**src/sv/tht_pkg.sv**
```systemverilog
// ----------------------------------------------------------------------------
// tht_pkg
// shared types and constants for the tagged handle table
// ----------------------------------------------------------------------------
package tht_pkg;

   localparam int TABLE_DEPTH = 64;
   localparam int IDX_W       = (TABLE_DEPTH > 1) ? $clog2(TABLE_DEPTH) : 1;
   localparam int HANDLE_W    = 32;
   localparam int PAGE_W      = 16;
   localparam int SLOT_W      = 6;
   localparam int STATUS_W    = 3;
   localparam int REQ_DATA_W  = 48;
   localparam int RSP_DATA_W  = 40;

   localparam logic [IDX_W-1:0] LAST_IDX = IDX_W'(TABLE_DEPTH - 1);

   typedef enum logic [STATUS_W-1:0] {
      STS_ADDED      = 3'd0,
      STS_PRESENT    = 3'd1,
      STS_FULL       = 3'd2,
      STS_ZERO       = 3'd3,
      STS_FREED      = 3'd4,
      STS_NONE_FREED = 3'd5
   } status_type;

   typedef enum logic [1:0] {
      ST_IDLE,
      ST_SCAN,
      ST_DONE
   } state_type;

   typedef struct packed {
      logic [HANDLE_W-1:0] handle;
      logic [PAGE_W-1:0]   page;
   } entry_type;

   typedef struct packed {
      logic load;
      logic advance;
      logic visit;
      logic finish;
   } dp_cmd_type;

   typedef struct packed {
      logic is_release;
      logic hit;
      logic at_end;
      logic out_free;
      logic pend_valid;
   } dp_status_type;

endpackage

```
**src/sv/tht_ctrl.sv**
```systemverilog
// ----------------------------------------------------------------------------
// tht_ctrl
// sequencer for the table scan: accept, walk slots, deliver final result
// ----------------------------------------------------------------------------
module tht_ctrl
   import tht_pkg::*;
(
   input  logic          clock,
   input  logic          reset,
   input  logic          req_tvalid,
   output logic          req_tready,
   input  dp_status_type sts,
   output dp_cmd_type    cmd
);

   state_type state_ff;
   state_type state_in;
   logic      stall;

   assign stall = sts.hit && (!sts.is_release || sts.pend_valid) && !sts.out_free;

   always_ff @(posedge clock) begin
      if (reset) begin
         state_ff <= ST_IDLE;
      end else begin
         state_ff <= state_in;
      end
   end

   always_comb begin
      state_in = state_ff;
      case (state_ff)
         ST_IDLE: begin
            if (req_tvalid) begin
               state_in = ST_SCAN;
            end
         end
         ST_SCAN: begin
            if (!stall) begin
               if (!sts.is_release && sts.hit) begin
                  state_in = ST_IDLE;
               end else if (sts.at_end) begin
                  state_in = ST_DONE;
               end
            end
         end
         ST_DONE: begin
            if (sts.out_free) begin
               state_in = ST_IDLE;
            end
         end
         default: begin
            state_in = ST_IDLE;
         end
      endcase
   end

   always_comb begin
      cmd        = '0;
      req_tready = 1'b0;
      case (state_ff)
         ST_IDLE: begin
            req_tready = 1'b1;
            cmd.load   = req_tvalid;
         end
         ST_SCAN: begin
            cmd.visit   = !stall;
            cmd.advance = !stall && !sts.at_end && (sts.is_release || !sts.hit);
         end
         ST_DONE: begin
            cmd.finish = sts.out_free;
         end
         default: begin
            cmd = '0;
         end
      endcase
   end

endmodule

```
**src/sv/tht_datapath.sv**
```systemverilog
// ----------------------------------------------------------------------------
// tht_datapath
// slot memory, occupancy bits, scan compare and result register
// ----------------------------------------------------------------------------
module tht_datapath
   import tht_pkg::*;
(
   input  logic                  clock,
   input  logic                  reset,
   input  dp_cmd_type            cmd,
   output dp_status_type         sts,
   input  logic                  req_mode,
   input  logic [HANDLE_W-1:0]   req_handle,
   input  logic [PAGE_W-1:0]     req_page,
   output logic                  rsp_valid,
   input  logic                  rsp_ready,
   output logic [STATUS_W-1:0]   rsp_status,
   output logic [HANDLE_W-1:0]   rsp_handle,
   output logic [SLOT_W-1:0]     rsp_slot,
   output logic                  rsp_last
);

   entry_type table_mem [TABLE_DEPTH];
   entry_type rd_ff;

   logic [TABLE_DEPTH-1:0] valid_ff;
   logic [IDX_W-1:0]       addr_ff;
   logic [IDX_W-1:0]       addr_in;

   logic                   mode_ff;
   logic [HANDLE_W-1:0]    handle_ff;
   logic [PAGE_W-1:0]      page_ff;

   logic                   pend_valid_ff;
   logic [HANDLE_W-1:0]    pend_handle_ff;
   logic [IDX_W-1:0]       pend_slot_ff;
   logic                   free_found_ff;
   logic [IDX_W-1:0]       free_slot_ff;

   logic                   rsp_valid_ff;
   status_type             rsp_status_ff;
   logic [HANDLE_W-1:0]    rsp_handle_ff;
   logic [SLOT_W-1:0]      rsp_slot_ff;
   logic                   rsp_last_ff;

   logic                   cur_valid;
   logic                   hit;
   logic                   write_en;
   logic                   emit;
   status_type             emit_status;
   logic [HANDLE_W-1:0]    emit_handle;
   logic [SLOT_W-1:0]      emit_slot;
   logic                   emit_last;

   assign cur_valid = valid_ff[addr_ff];
   assign hit = cur_valid && (mode_ff ? (rd_ff.page == page_ff) : (rd_ff.handle == handle_ff));
   assign write_en = cmd.finish && !mode_ff && (handle_ff != '0) && free_found_ff;

   assign sts.is_release = mode_ff;
   assign sts.hit        = hit;
   assign sts.at_end     = (addr_ff == LAST_IDX);
   assign sts.out_free   = !rsp_valid_ff || rsp_ready;
   assign sts.pend_valid = pend_valid_ff;

   // next scan address; the memory is read at it so that rd_ff holds the entry at addr_ff
   always_comb begin
      addr_in = addr_ff;
      if (cmd.load || cmd.finish) begin
         addr_in = '0;
      end else if (cmd.advance) begin
         addr_in = addr_ff + 1'b1;
      end
   end

   always_ff @(posedge clock) begin
      if (write_en) begin
         table_mem[free_slot_ff] <= '{handle: handle_ff, page: page_ff};
      end
      rd_ff <= table_mem[addr_in];
   end

   always_comb begin
      emit        = 1'b0;
      emit_status = STS_ADDED;
      emit_handle = '0;
      emit_slot   = '0;
      emit_last   = 1'b1;
      if (cmd.visit && hit && !mode_ff) begin
         emit        = 1'b1;
         emit_status = STS_PRESENT;
      end else if (cmd.visit && hit && pend_valid_ff) begin
         emit        = 1'b1;
         emit_status = STS_FREED;
         emit_handle = pend_handle_ff;
         emit_slot   = SLOT_W'(pend_slot_ff);
         emit_last   = 1'b0;
      end else if (cmd.finish) begin
         emit = 1'b1;
         if (!mode_ff) begin
            if (handle_ff == '0) begin
               emit_status = STS_ZERO;
            end else if (free_found_ff) begin
               emit_status = STS_ADDED;
               emit_slot   = SLOT_W'(free_slot_ff);
            end else begin
               emit_status = STS_FULL;
            end
         end else if (pend_valid_ff) begin
            emit_status = STS_FREED;
            emit_handle = pend_handle_ff;
            emit_slot   = SLOT_W'(pend_slot_ff);
         end else begin
            emit_status = STS_NONE_FREED;
         end
      end
   end

   always_ff @(posedge clock) begin
      if (reset) begin
         addr_ff       <= '0;
         valid_ff      <= '0;
         pend_valid_ff <= 1'b0;
         free_found_ff <= 1'b0;
         rsp_valid_ff  <= 1'b0;
      end else begin
         addr_ff <= addr_in;
         if (cmd.load) begin
            pend_valid_ff <= 1'b0;
            free_found_ff <= 1'b0;
         end
         if (cmd.visit && mode_ff && hit) begin
            pend_valid_ff      <= 1'b1;
            valid_ff[addr_ff]  <= 1'b0;
         end
         if (cmd.visit && !mode_ff && !cur_valid && !free_found_ff) begin
            free_found_ff <= 1'b1;
         end
         if (write_en) begin
            valid_ff[free_slot_ff] <= 1'b1;
         end
         if (emit) begin
            rsp_valid_ff <= 1'b1;
         end else if (rsp_ready) begin
            rsp_valid_ff <= 1'b0;
         end
      end
   end

   always_ff @(posedge clock) begin
      if (cmd.load) begin
         mode_ff   <= req_mode;
         handle_ff <= req_handle;
         page_ff   <= req_page;
      end
      if (cmd.visit && mode_ff && hit) begin
         pend_handle_ff <= rd_ff.handle;
         pend_slot_ff   <= addr_ff;
      end
      if (cmd.visit && !mode_ff && !cur_valid && !free_found_ff) begin
         free_slot_ff <= addr_ff;
      end
      if (emit) begin
         rsp_status_ff <= emit_status;
         rsp_handle_ff <= emit_handle;
         rsp_slot_ff   <= emit_slot;
         rsp_last_ff   <= emit_last;
      end
   end

   assign rsp_valid  = rsp_valid_ff;
   assign rsp_status = rsp_status_ff;
   assign rsp_handle = rsp_handle_ff;
   assign rsp_slot   = rsp_slot_ff;
   assign rsp_last   = rsp_last_ff;

endmodule

```
**src/sv/tagged_handle_table.sv**
```systemverilog
// ----------------------------------------------------------------------------
// tagged_handle_table
// table of nonzero handles tagged by page; add, duplicate check, release by page
// ----------------------------------------------------------------------------
//  channel   dir  handshake              payload
//  req       in   req_tvalid/req_tready  tuser: mode; tdata: handle, page
//  rsp       out  rsp_tvalid/rsp_tready  tuser: status; tdata: freed_handle, slot;
//                                        tlast: last
//
//  a request is accepted in idle, then the scan visits the slots of the slot memory
//  in order, and a closing step delivers the final result
//  an add that finds its handle already present ends at that slot
//  the scan stalls on a match that gives a result while the result register is
//  held, and the closing cycle waits the same way
//  reset clears all occupancy bits at once; no clearing pass is needed
// ----------------------------------------------------------------------------
module tagged_handle_table
   import tht_pkg::*;
(
   input  logic                  clock,
   input  logic                  reset,
   input  logic                  req_tvalid,
   output logic                  req_tready,
   input  logic [REQ_DATA_W-1:0] req_tdata,   // handle[31:0], page[47:32]
   input  logic [0:0]            req_tuser,   // mode[0]
   output logic                  rsp_tvalid,
   input  logic                  rsp_tready,
   output logic [RSP_DATA_W-1:0] rsp_tdata,   // freed_handle[31:0], slot[37:32], zero[39:38]
   output logic [STATUS_W-1:0]   rsp_tuser,   // status[2:0]
   output logic                  rsp_tlast
);

   dp_cmd_type          cmd;
   dp_status_type       sts;
   logic [HANDLE_W-1:0] rsp_handle;
   logic [SLOT_W-1:0]   rsp_slot;

   tht_ctrl u_ctrl (
      .clock      (clock),
      .reset      (reset),
      .req_tvalid (req_tvalid),
      .req_tready (req_tready),
      .sts        (sts),
      .cmd        (cmd)
   );

   tht_datapath u_datapath (
      .clock      (clock),
      .reset      (reset),
      .cmd        (cmd),
      .sts        (sts),
      .req_mode   (req_tuser[0]),
      .req_handle (req_tdata[HANDLE_W-1:0]),
      .req_page   (req_tdata[HANDLE_W+PAGE_W-1:HANDLE_W]),
      .rsp_valid  (rsp_tvalid),
      .rsp_ready  (rsp_tready),
      .rsp_status (rsp_tuser),
      .rsp_handle (rsp_handle),
      .rsp_slot   (rsp_slot),
      .rsp_last   (rsp_tlast)
   );

   assign rsp_tdata = {{(RSP_DATA_W-HANDLE_W-SLOT_W){1'b0}}, rsp_slot, rsp_handle};

endmodule

```
**config.mk**
```make
export PLATFORM = sky130hd
export DESIGN_NAME = tagged_handle_table
export DESIGN_NICKNAME = d
export VERILOG_FILES = /design/src/sv/tht_pkg.sv /design/src/sv/tht_ctrl.sv /design/src/sv/tht_datapath.sv /design/src/sv/tagged_handle_table.sv
export SDC_FILE = /design/constraint.sdc
export NUM_CORES = 2
export LEC_CHECK = 0
export BUFFER_PORTS_ARGS = -buffer_cell sky130_fd_sc_hd__buf_2
export CAP_MARGIN = 20
export CELL_PAD_IN_SITES_DETAIL_PLACEMENT = 0
export CELL_PAD_IN_SITES_GLOBAL_PLACEMENT = 2
export CORE_UTILIZATION = 48
export CTS_CLUSTER_SIZE = 40
export DETAILED_ROUTE_END_ITERATION = 10
export GPL_TIMING_DRIVEN = 0
export HOLD_SLACK_MARGIN = 0.08
export PLACE_DENSITY = 0.84
export SLEW_MARGIN = 20
export SYNTH_ARGS = -nofsm -noshare
export SYNTH_HDL_FRONTEND = slang
export SYNTH_SLANG_ARGS = --single-unit
```
**constraint.sdc**
```tcl
create_clock -name clock -period 6.23 [get_ports clock]
set_clock_uncertainty 0.15 [all_clocks]
set_input_delay 1.246 -clock clock [delete_from_list [all_inputs] [get_ports clock]]
set_output_delay 1.246 -clock clock [all_outputs]
set_load 0.01 [all_outputs]
```
* Word-level counts from Yosys, hierarchy flattened
Memories as Yosys holds them, arrays and structs flattened. A register that Yosys moved wholly into a read port is not among the register bits. Index checks and enable logic that the tools add are counted.
Word-level totals: bits in registers 210, bits in writable memories 3072, bits of input ports 53, memories 1
Memory list:
- u_datapath.table_mem | depth 64, width 48, read ports 1, clocked after Yosys merged registers in 1, write ports 1, line tht_datapath.sv:23 | entry_type table_mem [TABLE_DEPTH];
Cells by class: $add $sub $neg 1, order comparisons 4, equal/unequal tests 9, muxes and demuxes 49, bitwise operators 4, reductions and logical operators 39
Operators with widths (number):
- $mux W64 | 3
- $mux W32 | 4
- $and A64 B64 Y64 | 1
- $not A64 Y64 | 1
- $or A64 B64 Y64 | 1
- $mux W6 | 8
- $eq A32 B32 Y1 | 1
- $logic_not A32 Y1 | 1
- $reduce_bool A32 Y1 | 1
- $logic_and A1 B1 Y1 | 19
- $mux W1 | 19
- $eq A16 B16 Y1 | 1
- $lt A6 B7 Y1 const B | 2
- $mux W2 | 7
- $demux W1 S6 | 2
- $ge A6 B1 Y1 const B | 2
- $mux W3 | 4
- $logic_not A1 Y1 | 8
- $add A6 B1 Y6 const B | 1
- $bmux W1 S6 | 1
- $eq A6 B6 Y1 const B | 1
- $pmux W2 S3 | 1
- $reduce_bool A2 Y1 | 3
- $logic_or A1 B1 Y1 | 4
- other kinds (9) | 10

* Depth between registers and ports, before layout
word-level depth 15, mapped depth 19, depth with buffers taken out 12

* Modules after synthesis
A second synthesis with hierarchy kept.
Unflattened totals: cell total of the unflattened synthesis 9639, area total of the unflattened synthesis 130821.7 µm²
Modules (own cells, without submodules):
- tht_datapath | instances 1, cells each 9616, area each 130642.8 µm², sequential area each 98724.7 µm²
- tht_ctrl | instances 1, cells each 20, area each 160.2 µm², sequential area each 40.0 µm²
- tagged_handle_table | instances 1, cells each 3, area each 18.8 µm², sequential area each 0.0 µm²

* Worst setup path after synthesis
No wires, ideal clock.
path type register to register, from register u_datapath.handle_ff[11], to register u_datapath.valid_ff[63], library setup time 0.132 ns, arrival 4.274 ns, required time 5.948 ns, slack 1.674 ns, cell stages (with the launch flop) 11, path through edfxtp_1 > xnor2_1 > nand4_1 > or3_1 > nor3_1 > nor2_1 > nor4_1 > and2_1 > nand2_1 > o21ai_0 > a21oi_1
On the way: word-level cells in the longest chain between the ends 13, elaborated cells on any way between the ends 16, classes of those cells 1 x eq/ne; 5 x mux; 1 x bitwise; 9 x reduce/logical
Ends and longest elaborated chain:
- start, declared | line tht_datapath.sv:31 | logic [HANDLE_W-1:0] handle_ff;
- start signal, assigned | line tht_datapath.sv:152 | handle_ff <= req_handle;
- $eq A32 B32 Y1 | line tht_datapath.sv:56 | assign hit = cur_valid && (mode_ff ? (rd_ff.page == page_ff) : (rd_ff.handle == handle_ff));
- $mux W1 | line tht_datapath.sv:56
- $logic_and A1 B1 Y1 | line tht_datapath.sv:56
- $logic_and A1 B1 Y1 (2 in a row) | line tht_ctrl.sv:20 | assign stall = sts.hit && (!sts.is_release || sts.pend_valid) && !sts.out_free;
- $logic_not A1 Y1
- $mux W2 | line tht_ctrl.sv:61 | case (state_ff)
- $logic_and A1 B1 Y1 (2 in a row) | line tht_datapath.sv:131 | if (cmd.visit && mode_ff && hit) begin
- $mux W64 | line tht_datapath.sv:131
- $mux W64 | line tht_datapath.sv:119 | if (reset) begin
- $or A64 B64 Y64 (no source line)
- $mux W64 * | line tht_datapath.sv:138 | if (write_en) begin
- end signal, assigned | line tht_datapath.sv:121 | valid_ff <= '0;
- end signal, assigned by index | line tht_datapath.sv:133 | valid_ff[addr_ff] <= 1'b0;
- end signal, assigned by index | line tht_datapath.sv:139 | valid_ff[free_slot_ff] <= 1'b1;
- end, declared | line tht_datapath.sv:26 | logic [TABLE_DEPTH-1:0] valid_ff;
Every way passes the cells marked *; elsewhere a longest branch is shown, timed or not. The select of a mux whose other input is x is not followed. A chain may end at the register's enable or synchronous reset.

* Final worst setup path
from register u_datapath.addr_ff[1], to register u_datapath.rd_ff[19] (netlist name)
On the way: word-level cells in the longest chain between the ends 11, elaborated cells on any way between the ends 16, classes of those cells 1 x add/sub; 1 x eq/ne; 5 x mux; 9 x reduce/logical
Ends and longest elaborated chain:
- start, declared | line tht_datapath.sv:27 | logic [IDX_W-1:0] addr_ff;
- start signal, assigned | line tht_datapath.sv:126 | addr_ff <= addr_in;
- $bmux W1 S6 | line tht_datapath.sv:55 | assign cur_valid = valid_ff[addr_ff];
- $mux W1 (not written as such) | line tht_datapath.sv:55
- $logic_and A1 B1 Y1 | line tht_datapath.sv:56
- $logic_and A1 B1 Y1 (2 in a row) | line tht_ctrl.sv:20
- $logic_not A1 Y1
- $logic_and A1 B1 Y1 (2 in a row) | line tht_ctrl.sv:68 | cmd.advance = !stall && !sts.at_end && (sts.is_release || !sts.hit);
- $mux W2 | line tht_ctrl.sv:61
- $mux W6 * | line tht_datapath.sv:70 | end else if (cmd.advance) begin
- $mux W6 * | line tht_datapath.sv:68 | if (cmd.load || cmd.finish) begin
Marks and branches as above.

==> metrics.csv <==
metric,value,unit
outcome,finished with violations,
failing checks,negative setup slack,
starting density of the core,48.3,%
register area share after synthesis,76.3,%
Die Wd,521,um
DRC Markers,0,
CP endpoint kind,flop,
CTS Buf Count,341,
setup TNS,-0.528,ns
Layout area overhead,17.1,%
endpoints failing setup,13,
port buffer count,95,
asr flop ratio synth,0,%
worst min-delay path category,flop to flop,
"Hold Vio Cnt, Final",0,
DR vias,77515,
Compound-Gate Fraction of Synth Area,7.13,%
# clock sinks,3330,
Worst Hold Path Cells,0,
DIE AREA,272000,um^2
max-slew violation count,0,
Crit Path Category,flop to flop,
core area,268000,um^2
"Primary FF master, synth",edfxtp_1,
via-per-instance ratio,6.24,
Post-CTS Hold Fix Bufs,0,
num rows,190,
P per Cell Area,318,nW/um^2
largest net degree at the start of global routing,47,
"flops & latches, synth",3330,
slew margin rel.,19.7,%
largest family of logic cells by synthesized area,multiplexers,
most frequent cells in the layout,"edfxtp_1, mux2i_1, nand2_1",
"commonest non-fill, non-tap cell in the layout",edfxtp_1,
die span in y,521,um
Avg Inst Size Synth,16.5,um^2
routability congestion estimate,0.928,
DR iter-0 viols,11256,
Cell variety after synth,80,
Nets,8648,
mux cell area share after synthesis,9.17,%
dpl hpwl,290000,um
post-route cell area,152000,um^2
Antenna Nets Post-Route,0,
final setup margin,-0.111,ns
Final Critical Period,6.34,ns
Syn Inst Count,7858,
Clock transition at path regs,0.06,ns
Critical Path AT,6.94,ns
vias in the first global route,74299,
Simple-Gate Fraction of Synth Area,4.78,%
initial antenna violation count,38,
final design utilization,56.6,%
H-tree depth,5,
drt total wl,419000,um
clk buf depth,4,
WL/cell,33.7,um
P_leak,53.4,nW
layout cells sized above 1,16.3,%
yosys warns,0,
Post-Layout Cell Count,12428,
peak supply drop,284,uV
Setup WS pre-CTS,-2.15,ns
crit start category,flop,
Synth Area in XOR/XNOR,0.373,%
mapped cell area,129000,um^2
GR Overflow Total,0,
Post-DP Area,139000,um^2
Required @ worst endpoint,6.83,ns
fin crit share,102,%
max-cap violation count,0,
GRT Util Overall,30.5,%
Pre-antenna DRT Iters,8,
maximum clock frequency,158,MHz
Post-synth EDFFs,3207,
IO Pins,99,
adder-cell share of the synthesized area,0.00967,%
r2r worst-path depth,18,
FILL cells,20338,
dpl cells,11760,
worst-margin pin slew,1.20,ns
TritonCTS clock tree,built,
first-pass GRT wire length,575000,um
Root Buffer,clkbuf_16,
"Clk Latency, worst-skew pair",0.89,ns
Crit Path Max Fanout,10,
## per-layer routing
metal | wire, um | vias up | track usage [%]
met5 | 94 | - | 0
met4 | 21500 | 14 | 13.8
met3 | 46000 | 834 | 6.89
met2 | 191000 | 4569 | 47.2
met1 | 161000 | 39683 | 41.2
li1 | - | 32415 | -
## Yosys cell counts (13+ instances only)
cell	number	area (um^2)
edfxtp_1	3207	96300
mux2i_1	1099	11000
nand2_1	936	3510
a21oi_1	443	2220
clkbuf_1	222	833
a22oi_1	177	1330
nand3_1	156	781
dfxtp_1	123	2460
a32oi_1	112	981
o22ai_1	109	682
o21ai_0	107	536
buf_2	102	510
buf_4	88	661
a211oi_1	84	631
a221o_1	71	711
inv_1	71	267
mux2_2	65	732
or3_1	56	350
nor2_1	52	195
a221oi_1	48	420
buf_6	40	450
a2111oi_0	37	324
and2_1	37	231
or4_1	37	278
o221ai_1	36	315
nand4_1	33	206
nor4_1	30	188
xor2_1	30	263
buf_1	27	101
a31oi_1	25	156
a32o_1	25	250
xnor2_1	22	193
and3_1	20	125
nor3_1	13	65.1
## final cells by class
type                       count  area [um^2]  area share, %
antenna                       17         42.5         0.0281
multi-input combinational   3974        28700           18.9
sequential                  3330        98800           65.2
clock inverter               182         1780           1.17
timing repair buffer         396         5600           3.70
tap                         3552         4440           2.93
inverter                      74          440          0.291
buffer                       477         2760           1.82
clock buffer                 426         9050           5.97
## critical path, cell delays in order (launching register included)
cell and delay [ns]:
dfxtp_1 0.49, buf_6 0.22, buf_2 0.29, inv_2 0.19, a31o_1 0.22, o31ai_1 0.28, nand4_1 0.28, buf_4 0.23
nor3_4 0.28, buf_4 0.17, o211ai_2 0.15, mux2i_4 0.33, buf_4 0.26, nor2_2 0.49, clkbuf_1 0.49, a32oi_1 0.23
a211oi_2 0.79, or4_1 0.54, a21oi_1 0.08
## power breakdown
group	internal [mW]	switching [mW]	total (mW)
Sequential	24.6	0.0990	24.7
Clock	11.6	8.47	20.0
Combinational	1.15	2.33	3.48
Total	37.3	10.9	48.2
## per-stage QoR
step,hold slack [ns],power (mW)
4_1_cts,0.293,48.2
3_5_place_dp,0.288,28.5
5_1_grt,0.315,49.2
6_report,0.297,48.2
2_1_floorplan,0.277,27.0
3_3_place_gp,0.289,28.3
## state kept, by name, indices dropped and copies added (netlist names), 16 cells and up
register                   count
u_datapath.page_ff            16
u_datapath.handle_ff          32
u_datapath.valid_ff           64
u_datapath.rd_ff              48
u_datapath.pend_handle_ff     32
u_datapath.table_mem        3072
u_datapath.rsp_handle         32
## kinds of logic (layout without fill, tap and decap cells)
group           Yosys count  count (layout)
compound gates         1341            1341
xor+xnor                 53              53
fa+ha+maj                 1               1
buf+inv                 555            1555
flops                  3330            3330
mux                    1171            1171
other cells               1              19
simple gates           1406            1406
## path summary, 6_finish.rpt
path / startpoint / end / slack, ns
setup reg to reg: u_datapath.addr_ff[1]$_SDFF_PP0_ / u_datapath.rd_ff[19]$_DFF_P_ / -0.11
hold reg to reg: u_datapath.rd_ff[23]$_DFF_P_ / u_datapath.pend_handle_ff[7]$_DFFE_PP_ / 0.30
setup / recovery: u_datapath.addr_ff[1]$_SDFF_PP0_ / u_datapath.rd_ff[19]$_DFF_P_ / -0.11
hold / removal: u_datapath.rd_ff[23]$_DFF_P_ / u_datapath.pend_handle_ff[7]$_DFFE_PP_ / 0.30
## timing repair
item,4_1_cts,5_1_grt
pin swaps,8,5
endpoints found under the setup margin,51,44
setup buffers,38,9
gates resized for setup,179,69
(Power assumes the default switching activity.)
